File: src/hdl/ssra_pkg.sv
// Package for the sensor send, acknowledge and retry engine.
// Holds operation codes, reply codes, field widths and the result record type.
// Depends on nothing; imported by sensor_send_retry_ack.
`default_nettype none

package ssra_pkg;

   localparam int VALUE_WIDTH = 24;
   localparam int WORD_W      = 24;

   localparam logic [WORD_W-1:0] VALUE_MASK =
      (VALUE_WIDTH >= WORD_W) ? {WORD_W{1'b1}} : WORD_W'((64'd1 << VALUE_WIDTH) - 64'd1);

   typedef enum logic [2:0] {
      OP_TICK       = 3'd0,
      OP_START_DATA = 3'd1,
      OP_START_PAIR = 3'd2,
      OP_PACKET     = 3'd3,
      OP_STATUS     = 3'd4
   } op_type;

   typedef enum logic [1:0] {
      CSR_SENSOR_ID   = 2'd0,
      CSR_RETRY_LIMIT = 2'd1,
      CSR_ACK_TIMEOUT = 2'd2
   } csr_index_type;

   localparam logic [7:0] RX_DATA_REPLY = 8'h80;
   localparam logic [7:0] RX_PAIR_REPLY = 8'h81;
   localparam logic [1:0] TYPE_GEN      = 2'd1;
   localparam logic [1:0] TYPE_CON      = 2'd2;

   localparam logic [1:0] LED_NONE  = 2'd0;
   localparam logic [1:0] LED_SHORT = 2'd1;
   localparam logic [1:0] LED_PAIR  = 2'd2;

   localparam logic [7:0] SENSOR_ID_RESET   = 8'd1;
   localparam logic [3:0] RETRY_LIMIT_RESET = 4'd5;
   localparam logic [7:0] ACK_TIMEOUT_RESET = 8'd100;

   typedef struct packed {
      logic              send;
      logic [7:0]        send_dest_id;
      logic [1:0]        send_source_type;
      logic              send_op;
      logic [WORD_W-1:0] send_value;
      logic [WORD_W-1:0] send_battery;
      logic              go_sleep;
      logic              save_base;
      logic [1:0]        led_request;
      logic              radio_idle;
      logic [7:0]        base_now;
      logic [1:0]        status_now;
   } rsp_type;

endpackage

`default_nettype wire

File: src/hdl/sensor_send_retry_ack.sv
// Send, acknowledge and retry engine of a sensor radio node: event decoding,
// retry state and a two-word output buffer. Uses ssra_pkg.
//
// Usage: each word on the req_ channel is one event (tick, start data report,
// start pairing, received packet, status query) and yields exactly one word on
// the rsp_ channel. The event is decoded and the node state updated in the
// cycle it is accepted; the result word is registered and offered on rsp_;
// throughput is one word per cycle while the receiver takes each word. A
// second result register catches one more word while the
// receiver stalls; req_tready drops only when both registers are full, and
// rises again as soon as the receiver takes a word.
// Configuration writes through csr_ take effect at the clock edge of the
// write and must only be made while the block is idle.
// Reset (synchronous, active high) clears pairing mode, paired flag, base
// identity, send count, timer and the latched words, empties both result
// registers and loads the register defaults: sensor identity 1, retry limit
// 5, acknowledge timeout 100 ticks.
`default_nettype none

module sensor_send_retry_ack
   import ssra_pkg::*;
(
   input  wire logic        clock,
   input  wire logic        reset,
   input  wire logic        req_tvalid,
   output logic             req_tready,
   // jumper_generator, current_value, battery_value, rx_dest_id, rx_source_id,
   // rx_op, zero padding
   input  wire logic [79:0] req_tdata,
   // operation
   input  wire logic [2:0]  req_tuser,
   output logic             rsp_tvalid,
   input  wire logic        rsp_tready,
   // send_dest_id, send_source_type, send_op, send_value, send_battery,
   // go_sleep, save_base, led_request, radio_idle, base_now, status_now,
   // zero padding
   output logic [79:0]      rsp_tdata,
   // send
   output logic             rsp_tuser,
   input  wire logic        csr_we,
   input  wire logic [1:0]  csr_index,
   input  wire logic [7:0]  csr_wdata
);

   logic [7:0]        sensor_id_ff;
   logic [3:0]        retry_limit_ff;
   logic [7:0]        ack_timeout_ff;

   logic              pairing_mode_ff, pairing_mode_in;
   logic              paired_ff, paired_in;
   logic [7:0]        base_identity_ff, base_identity_in;
   logic [3:0]        send_count_ff, send_count_in;
   logic [7:0]        ack_timer_ff, ack_timer_in;
   logic [WORD_W-1:0] held_current_ff, held_current_in;
   logic [WORD_W-1:0] held_battery_ff, held_battery_in;

   rsp_type           out_ff, skid_ff, res_in;
   logic              out_valid_ff, skid_valid_ff;

   logic              accept, take;

   logic              in_jumper;
   logic [WORD_W-1:0] in_current, in_battery;
   logic [7:0]        in_dest, in_source, in_rop;
   op_type            in_op;

   assign in_op      = op_type'(req_tuser);
   assign in_jumper  = req_tdata[0];
   assign in_current = req_tdata[24:1];
   assign in_battery = req_tdata[48:25];
   assign in_dest    = req_tdata[56:49];
   assign in_source  = req_tdata[64:57];
   assign in_rop     = req_tdata[72:65];

   assign req_tready = !skid_valid_ff;
   assign accept     = req_tvalid && req_tready;
   assign take       = out_valid_ff && rsp_tready;

   always_comb begin
      logic       do_data;
      logic       do_pair;
      logic [7:0] timer_dec;
      logic [1:0] src_type;

      do_data   = 1'b0;
      do_pair   = 1'b0;
      timer_dec = ack_timer_ff - 8'd1;
      src_type  = in_jumper ? TYPE_GEN : TYPE_CON;

      pairing_mode_in  = pairing_mode_ff;
      paired_in        = paired_ff;
      base_identity_in = base_identity_ff;
      send_count_in    = send_count_ff;
      ack_timer_in     = ack_timer_ff;
      held_current_in  = held_current_ff;
      held_battery_in  = held_battery_ff;
      res_in           = '0;

      case (in_op)
         OP_TICK: begin
            if (ack_timer_ff != 8'd0) begin
               ack_timer_in = timer_dec;
               if (timer_dec == 8'd0) begin
                  do_pair = pairing_mode_ff;
                  do_data = !pairing_mode_ff;
               end
            end
         end
         OP_START_DATA: begin
            held_current_in = in_current & VALUE_MASK;
            held_battery_in = in_battery & VALUE_MASK;
            send_count_in   = 4'd0;
            do_data         = 1'b1;
         end
         OP_START_PAIR: begin
            pairing_mode_in = 1'b1;
            send_count_in   = 4'd0;
            do_pair         = 1'b1;
         end
         OP_PACKET: begin
            if (pairing_mode_ff) begin
               if (in_rop == RX_PAIR_REPLY && in_dest == sensor_id_ff) begin
                  base_identity_in   = in_source;
                  paired_in          = 1'b1;
                  pairing_mode_in    = 1'b0;
                  ack_timer_in       = 8'd0;
                  res_in.save_base   = 1'b1;
                  res_in.led_request = LED_PAIR;
                  res_in.go_sleep    = 1'b1;
               end
            end else begin
               if (in_rop == RX_DATA_REPLY && in_dest == sensor_id_ff &&
                   in_source == base_identity_ff) begin
                  ack_timer_in      = 8'd0;
                  res_in.radio_idle = 1'b1;
                  res_in.go_sleep   = 1'b1;
               end
            end
         end
         default: begin
         end
      endcase

      if (do_data && !pairing_mode_in) begin
         if (send_count_in < retry_limit_ff && paired_ff) begin
            res_in.send             = 1'b1;
            res_in.send_dest_id     = base_identity_ff;
            res_in.send_source_type = src_type;
            res_in.send_op          = 1'b0;
            res_in.send_value       = held_current_in;
            res_in.send_battery     = held_battery_in;
            res_in.led_request      = LED_SHORT;
            send_count_in           = send_count_in + 4'd1;
            ack_timer_in            = ack_timeout_ff;
         end else begin
            res_in.go_sleep = 1'b1;
         end
      end

      if (do_pair) begin
         if (send_count_in < retry_limit_ff) begin
            res_in.send             = 1'b1;
            res_in.send_dest_id     = 8'd0;
            res_in.send_source_type = src_type;
            res_in.send_op          = 1'b1;
            send_count_in           = send_count_in + 4'd1;
            ack_timer_in            = ack_timeout_ff;
         end else begin
            pairing_mode_in = 1'b0;
            res_in.go_sleep = 1'b1;
         end
      end

      res_in.base_now   = base_identity_in;
      res_in.status_now = {paired_in, pairing_mode_in};
   end

   always_ff @(posedge clock) begin
      if (reset) begin
         sensor_id_ff     <= SENSOR_ID_RESET;
         retry_limit_ff   <= RETRY_LIMIT_RESET;
         ack_timeout_ff   <= ACK_TIMEOUT_RESET;
         pairing_mode_ff  <= 1'b0;
         paired_ff        <= 1'b0;
         base_identity_ff <= 8'd0;
         send_count_ff    <= 4'd0;
         ack_timer_ff     <= 8'd0;
         held_current_ff  <= '0;
         held_battery_ff  <= '0;
         out_valid_ff     <= 1'b0;
         skid_valid_ff    <= 1'b0;
      end else begin
         if (csr_we) begin
            case (csr_index_type'(csr_index))
               CSR_SENSOR_ID:   sensor_id_ff   <= csr_wdata;
               CSR_RETRY_LIMIT: retry_limit_ff <= csr_wdata[3:0];
               CSR_ACK_TIMEOUT: ack_timeout_ff <= csr_wdata;
               default: begin
               end
            endcase
         end

         if (accept) begin
            pairing_mode_ff  <= pairing_mode_in;
            paired_ff        <= paired_in;
            base_identity_ff <= base_identity_in;
            send_count_ff    <= send_count_in;
            ack_timer_ff     <= ack_timer_in;
            held_current_ff  <= held_current_in;
            held_battery_ff  <= held_battery_in;
         end

         if (take && skid_valid_ff) begin
            out_ff        <= skid_ff;
            skid_valid_ff <= 1'b0;
         end else if (accept && (!out_valid_ff || take)) begin
            out_ff       <= res_in;
            out_valid_ff <= 1'b1;
         end else if (take) begin
            out_valid_ff <= 1'b0;
         end

         if (accept && out_valid_ff && !take) begin
            skid_ff       <= res_in;
            skid_valid_ff <= 1'b1;
         end
      end
   end

   assign rsp_tvalid = out_valid_ff;
   assign rsp_tuser  = out_ff.send;
   assign rsp_tdata  = {6'd0,
                        out_ff.status_now,
                        out_ff.base_now,
                        out_ff.radio_idle,
                        out_ff.led_request,
                        out_ff.save_base,
                        out_ff.go_sleep,
                        out_ff.send_battery,
                        out_ff.send_value,
                        out_ff.send_op,
                        out_ff.send_source_type,
                        out_ff.send_dest_id};

`ifndef SYNTH
   a_skid_needs_out: assert property (@(posedge clock) disable iff (reset)
      skid_valid_ff |-> out_valid_ff)
      else $error("skid register full while output register empty");

   a_pair_req_broadcast: assert property (@(posedge clock) disable iff (reset)
      (rsp_tvalid && out_ff.send && out_ff.send_op) |-> (out_ff.send_dest_id == 8'd0))
      else $error("pairing request not sent as broadcast");

   a_send_not_sleep: assert property (@(posedge clock) disable iff (reset)
      rsp_tvalid |-> !(out_ff.send && out_ff.go_sleep))
      else $error("send and sleep requested together");

   a_save_sets_paired: assert property (@(posedge clock) disable iff (reset)
      (rsp_tvalid && out_ff.save_base) |-> (out_ff.status_now == 2'b10))
      else $error("base saved without paired status");

   a_state_holds_idle: assert property (@(posedge clock) disable iff (reset)
      !accept |=> $stable(send_count_ff) && $stable(ack_timer_ff))
      else $error("retry state changed without an accepted word");
`endif

endmodule

`default_nettype wire
File: config.mk
export PLATFORM = sky130hd
export DESIGN_NAME = sensor_send_retry_ack
export DESIGN_NICKNAME = d
export VERILOG_FILES = /design/src/hdl/ssra_pkg.sv /design/src/hdl/sensor_send_retry_ack.sv
export SDC_FILE = /design/constraint.sdc
export NUM_CORES = 1
export LEC_CHECK = 0
export BUFFER_PORTS_ARGS = -buffer_cell sky130_fd_sc_hd__buf_2
export CORE_MARGIN = 4
export CORE_UTILIZATION = 30
export CTS_BUF_LIST = sky130_fd_sc_hd__clkbuf_16
export DETAILED_ROUTE_END_ITERATION = 16
export PLACE_DENSITY_LB_ADDON = 0.05
export SYNTH_ARGS = -nofsm -noshare
export SYNTH_HDL_FRONTEND = slang
export SYNTH_SLANG_ARGS = --single-unit
File: constraint.sdc
create_clock -name clock -period 12.6 [get_ports clock]
set_clock_uncertainty 0.1 [all_clocks]
set_input_delay 1.26 -clock clock [delete_from_list [all_inputs] [get_ports clock]]
set_output_delay 1.26 -clock clock [all_outputs]
set_load 0.005 [all_outputs]
# == After elaboration in Yosys (flattened, before gate mapping) ==
# Index checks and enable logic that the tools add are counted.
# totals
in_bits,98
wordCells,138
ff_bits,242
# classes
n_addsub,3
n_reduce_logical,31
magnitude_cmp,2
bitwise_logic,2
eq_ne,9
n_mux,55
# op_table
op,n
two-way mux 75 bit,2
two-way mux 8 bit,11
two-way mux 61 bit,1
two-way mux 60 bit,1
two-way mux 24 bit,2
two-way mux 12 bit,2
two-way mux 4 bit,6
two-way mux 1 bit,21
== test 8 bit,2
== test 8 bit (second input constant),2
case mux 8 bit (2 select lines),1
AND reduction 2 bit,6
logical AND 1 bit,11
adder 4 x 1 -> 4 bit (second input constant),2
zero test 8 bit,1
less-than comparator 4 bit,2
nonzero test 8 bit,1
subtractor 8 x 1 -> 8 bit (second input constant),1
== test 3 x 2 -> 1 bit (second input constant),2
two-way mux 2 bit,3
case mux 1 bit (2 select lines),3
nonzero test 2 bit,3
zero test 1 bit,5
two-way mux 5 bit,1
9 further kinds,10

# == Logic depth before layout (Yosys ltp) ==
# logic_depth
ltp_word,13
ltp_mapped,23
ltp_nobuf,21

# == Worst setup path after synthesis ==
# Ideal clock, no wire load.
# synth_timing
path_kind,in2reg
startpoint,in req_tvalid
endpoint,"reg out_ff (netlist bit rsp_tdata[0]), enable pin"
cell_stages,5
t_required_ps,11899
arrival_time_ps,6963
setup_ps,601
path_slack_ps,4936
path_cell_list,nor2b_1 > clkbuf_1 > buf_2 > a21oi_1 > nor3_1
# synth_between
elab_chain_len,4
# synth_lines
item,line_no,rtl
start: declaration,sensor_send_retry_ack.sv:25,"input wire logic req_tvalid,"
logical AND 1 bit,sensor_send_retry_ack.sv:76,assign accept = req_tvalid && req_tready;
logical AND 1 bit,sensor_send_retry_ack.sv:216,end else if (accept && (!out_valid_ff || take)) begin
nonzero test 2 bit (no line),--,
AND reduction 2 bit (no line),--,
end signal: assignment,sensor_send_retry_ack.sv:214,out_ff <= skid_ff;
end signal: assignment,sensor_send_retry_ack.sv:217,out_ff <= res_in;
end: declaration,sensor_send_retry_ack.sv:57,"rsp_type out_ff, skid_ff, res_in;"
# Every way passes these cells.
# A chain may end at the register's enable or synchronous reset.

==> results.yml <==
run_status:
  status: "completed"
worst_setup_path:
  max_stage_delay_ps: 580
  cp.required_ps: 12810
  end_kind: "register"
  crit_type: "in2reg"
  setup.worst_path.start_class: "input port"
  path_cells: "buf_2, xnor2_1, nor2_1, nor2b_1, ha_1, nor2_1, o211ai_1, o21ai_1, o221ai_4, inv_2, nand2_1, xnor2_1, ha_1, o21a_1, o21ai_0, o2bb2ai_1, o21ai_2, and2_1, inv_2, and2_1, mux2_2"
  critPathBufInv: 3
  arrival_ps: 5500
  critPathTopFamily: "simple AND/OR/NAND/NOR gates"
  slowest_stage: "and2_1"
  critical_path.max_fanout: 16
synthesis:
  synth_most_common_cell: "nand2_1"
  yosysUniqueCellTypes: 63
  synth_common_cells: "nand2_1, edfxtp_1, a21oi_1"
  yosysTopAreaCellShare_pct: 42.1
  yosysSeqAreaShare_pct: 59.3
  synth-edff-count: 150
  synthTopCellsByArea: "edfxtp_1, dfxtp_1, nand2_1, a21oi_1, mux2i_1"
  ys_seq_elements: 242
  synth_top_cell_by_area: "edfxtp_1"
  syn_area_per_cell_um2: 9.59
  synth_flop_cell: "edfxtp_1"
  yosysWarnings: 0
  netlist_area_mm2: 0.0107
  synthCells: 1116
  async_flop_share_pct: 0
routing:
  antenna_left: 0
  drcViolationCount: 0
  dr.pass1.iters: 5
  drt_iter0_markers: 440
  wl_per_cell_um: 17.7
  routed_wl_mm: 30.8
  vias: 8105
  vias_per_cell: 4.65
clocking:
  clock_sinks: 242
  path_clk_slew_ps: 60
  numCtsBuffers: 30
  cts_resized: 0
  clkLatencyLatePin_ps: 560
  clk_path_buf_depth: 3
  clockRootBuffer: "clkbuf_16"
  post_cts_buffers: 0
  cts_hold_buf: 0
  cts_tree: "built"
  htreeDepth: 1
timing:
  hold-worst-slack_ps: 353
  rsz0062_at_grt: "false"
  max_slew_margin_pct: 30.0
  setup_viol: 0
  maxSlewViolCount: 0
  finalHoldViolations: 0
  fin_crit_sh_pct: 42.0
  setup_ws_ps: 7310
  timing.fmax_mhz: 189
  finalSetupTns_ps: 0
  worst_pin_slew_ps: 1050
  fin_crit_ps: 5290
global_routing:
  gr-usage-met3_pct: 2.56
  grtUsageMet2_pct: 25.8
  grt_overflow: 0
  antenna_found_initial: 1
  grt_pass1_wl_mm: 49.1
  grt_pass1_vias: 8326
  grt_usage_pct: 15.8
  grt_start_max_net_pins: 70
  grt_busiest_layer: "met2"
  grt_util_met1_pct: 22.5
place:
  post-place-cells: 1686
  dpl.hpwl_mm: 18.3
  pre_cts_ws_ps: 6700
  port_buffers: 167
  routabilityCongestion: 0.794
pwr:
  leakage_uw: 0.00495
  powerDensity_mw_per_mm2: 138
  peakVddDrop_v: 0.000105
die:
  die_h_um: 197
  die_w_um: 197
  rows: 68
  io_pins: 181
  dieArea_mm2: 0.0387
  start_util_pct: 30.7
  core_area_mm2: 0.0349
finish:
  area_growth_pct: 20.3
  drive_above_1_share_pct: 20.0
  post-route-util_pct: 36.9
  fillers: 3615
  diodes: 0
  instances_no_fill: 1742
  fin_nets: 1371
hold_path:
  hold_class: "reg2reg"
job:
  cap_violations: 0
layer usage:
layer | vias up | share of wire [%] | wire, um
met1 | 3801 | 48 | 14700
met3 | 36 | 4.5 | 1390
li1 | 4092 | - | -
met5 | - | 0.065 | 20
met4 | 2 | 1.8 | 543
met2 | 174 | 46 | 14100
path summary, 6_finish.rpt:
kind	start	endpoint	slack, ps	depth (start not counted)
setup / recovery	req_tuser[0]	rsp_tdata[8]$_DFFE_PP_	7310	21
hold / removal	held_current_ff[19]$_SDFFE_PP0P_	held_current_ff[19]$_SDFFE_PP0P_	350	2
setup reg to reg	ack_timer_ff[0]$_SDFFE_PP0P_	rsp_tdata[8]$_DFFE_PP_	7890	18
hold reg to reg	held_current_ff[19]$_SDFFE_PP0P_	held_current_ff[19]$_SDFFE_PP0P_	350	2
cells in the final DEF (no fill, tap or decap), types with 6 or more instances in the layout:
master	n
conb_1	6
a21oi_1	119
clkinv_2	7
clkinv_1	10
nand2_1	412
clkbuf_16	30
edfxtp_1	150
nand3_1	12
mux2i_1	19
nor2b_1	7
mux2_2	13
xnor2_1	19
o31ai_1	11
buf_2	166
nor2_1	47
o211ai_1	9
dfxtp_1	92
inv_1	28
o21ai_0	21
buf_4	15
ha_1	10
layout make-up:
cell class	count	area, um^2	area share [%]
Sequential cell	242	6350	49.3
Inverter	26	97.6	0.758
Tap cell	455	569	4.42
Multi-Input combinational cell	782	4000	31.1
Clock inverter	26	163	1.26
Clock buffer	30	751	5.83
Timing Repair Buffer	181	943	7.33
per-stage QoR:
| step | power [uW] | area [um^2] |
|---|---|---|
| floorplan | 947 | 10700 |
| global placement | 1000 | 12000 |
| detailed placement | 1000 | 12000 |
| CTS | 1810 | 12900 |
| global route | 1860 | 12900 |
| finish | 1770 | 12900 |
kinds of logic after synthesis:
group                    count (synthesis)  synth area share (%)
AND/OR/NAND/NOR                        528                  20.7
flip-flops                             242                  59.3
AO/OA/AOI/OAI                          183                  9.78
buffers and inverters                   97                  3.86
multiplexers                            32                  3.15
XOR/XNOR                                23                  1.95
adder cells (fa/ha/maj)                 10                  1.17
other                                    1                0.0351
power by group:
part	internal (uW)	total, uW	switching [uW]	leakage [uW]
Clock	451	793	342	0.000474
Combinational	42.1	115	72.8	0.00220
Sequential	857	867	10.2	0.00228
worst register-to-register path, cell delays in order, from the launching register on:
cell and delay [ps]:
dfxtp_1 350, inv_1 90, ha_1 230, nor3b_4 400, a21boi_1 230, nor4b_4 390
o221ai_4 200, inv_2 140, nand2_1 80, xnor2_1 330, ha_1 190, o21a_1 110
o21ai_0 90, o2bb2ai_1 170, o21ai_2 180, and2_1 580, inv_2 150, and2_1 210
mux2_2 260
registers in the layout (all words and copies together) (netlist names):
| register | cells |
|---|---|
| rsp_tuser | 1 |
| skid_ff | 75 |
| send_count_ff | 4 |
| skid_valid_ff | 1 |
| rsp_tvalid | 1 |
| retry_limit_ff | 4 |
| paired_ff | 1 |
| held_current_ff | 24 |
| rsp_tdata | 74 |
| ack_timeout_ff | 8 |
| held_battery_ff | 24 |
| base_identity_ff | 8 |
| sensor_id_ff | 8 |
| ack_timer_ff | 8 |
| pairing_mode_ff | 1 |
(Power assumes the default switching activity.)
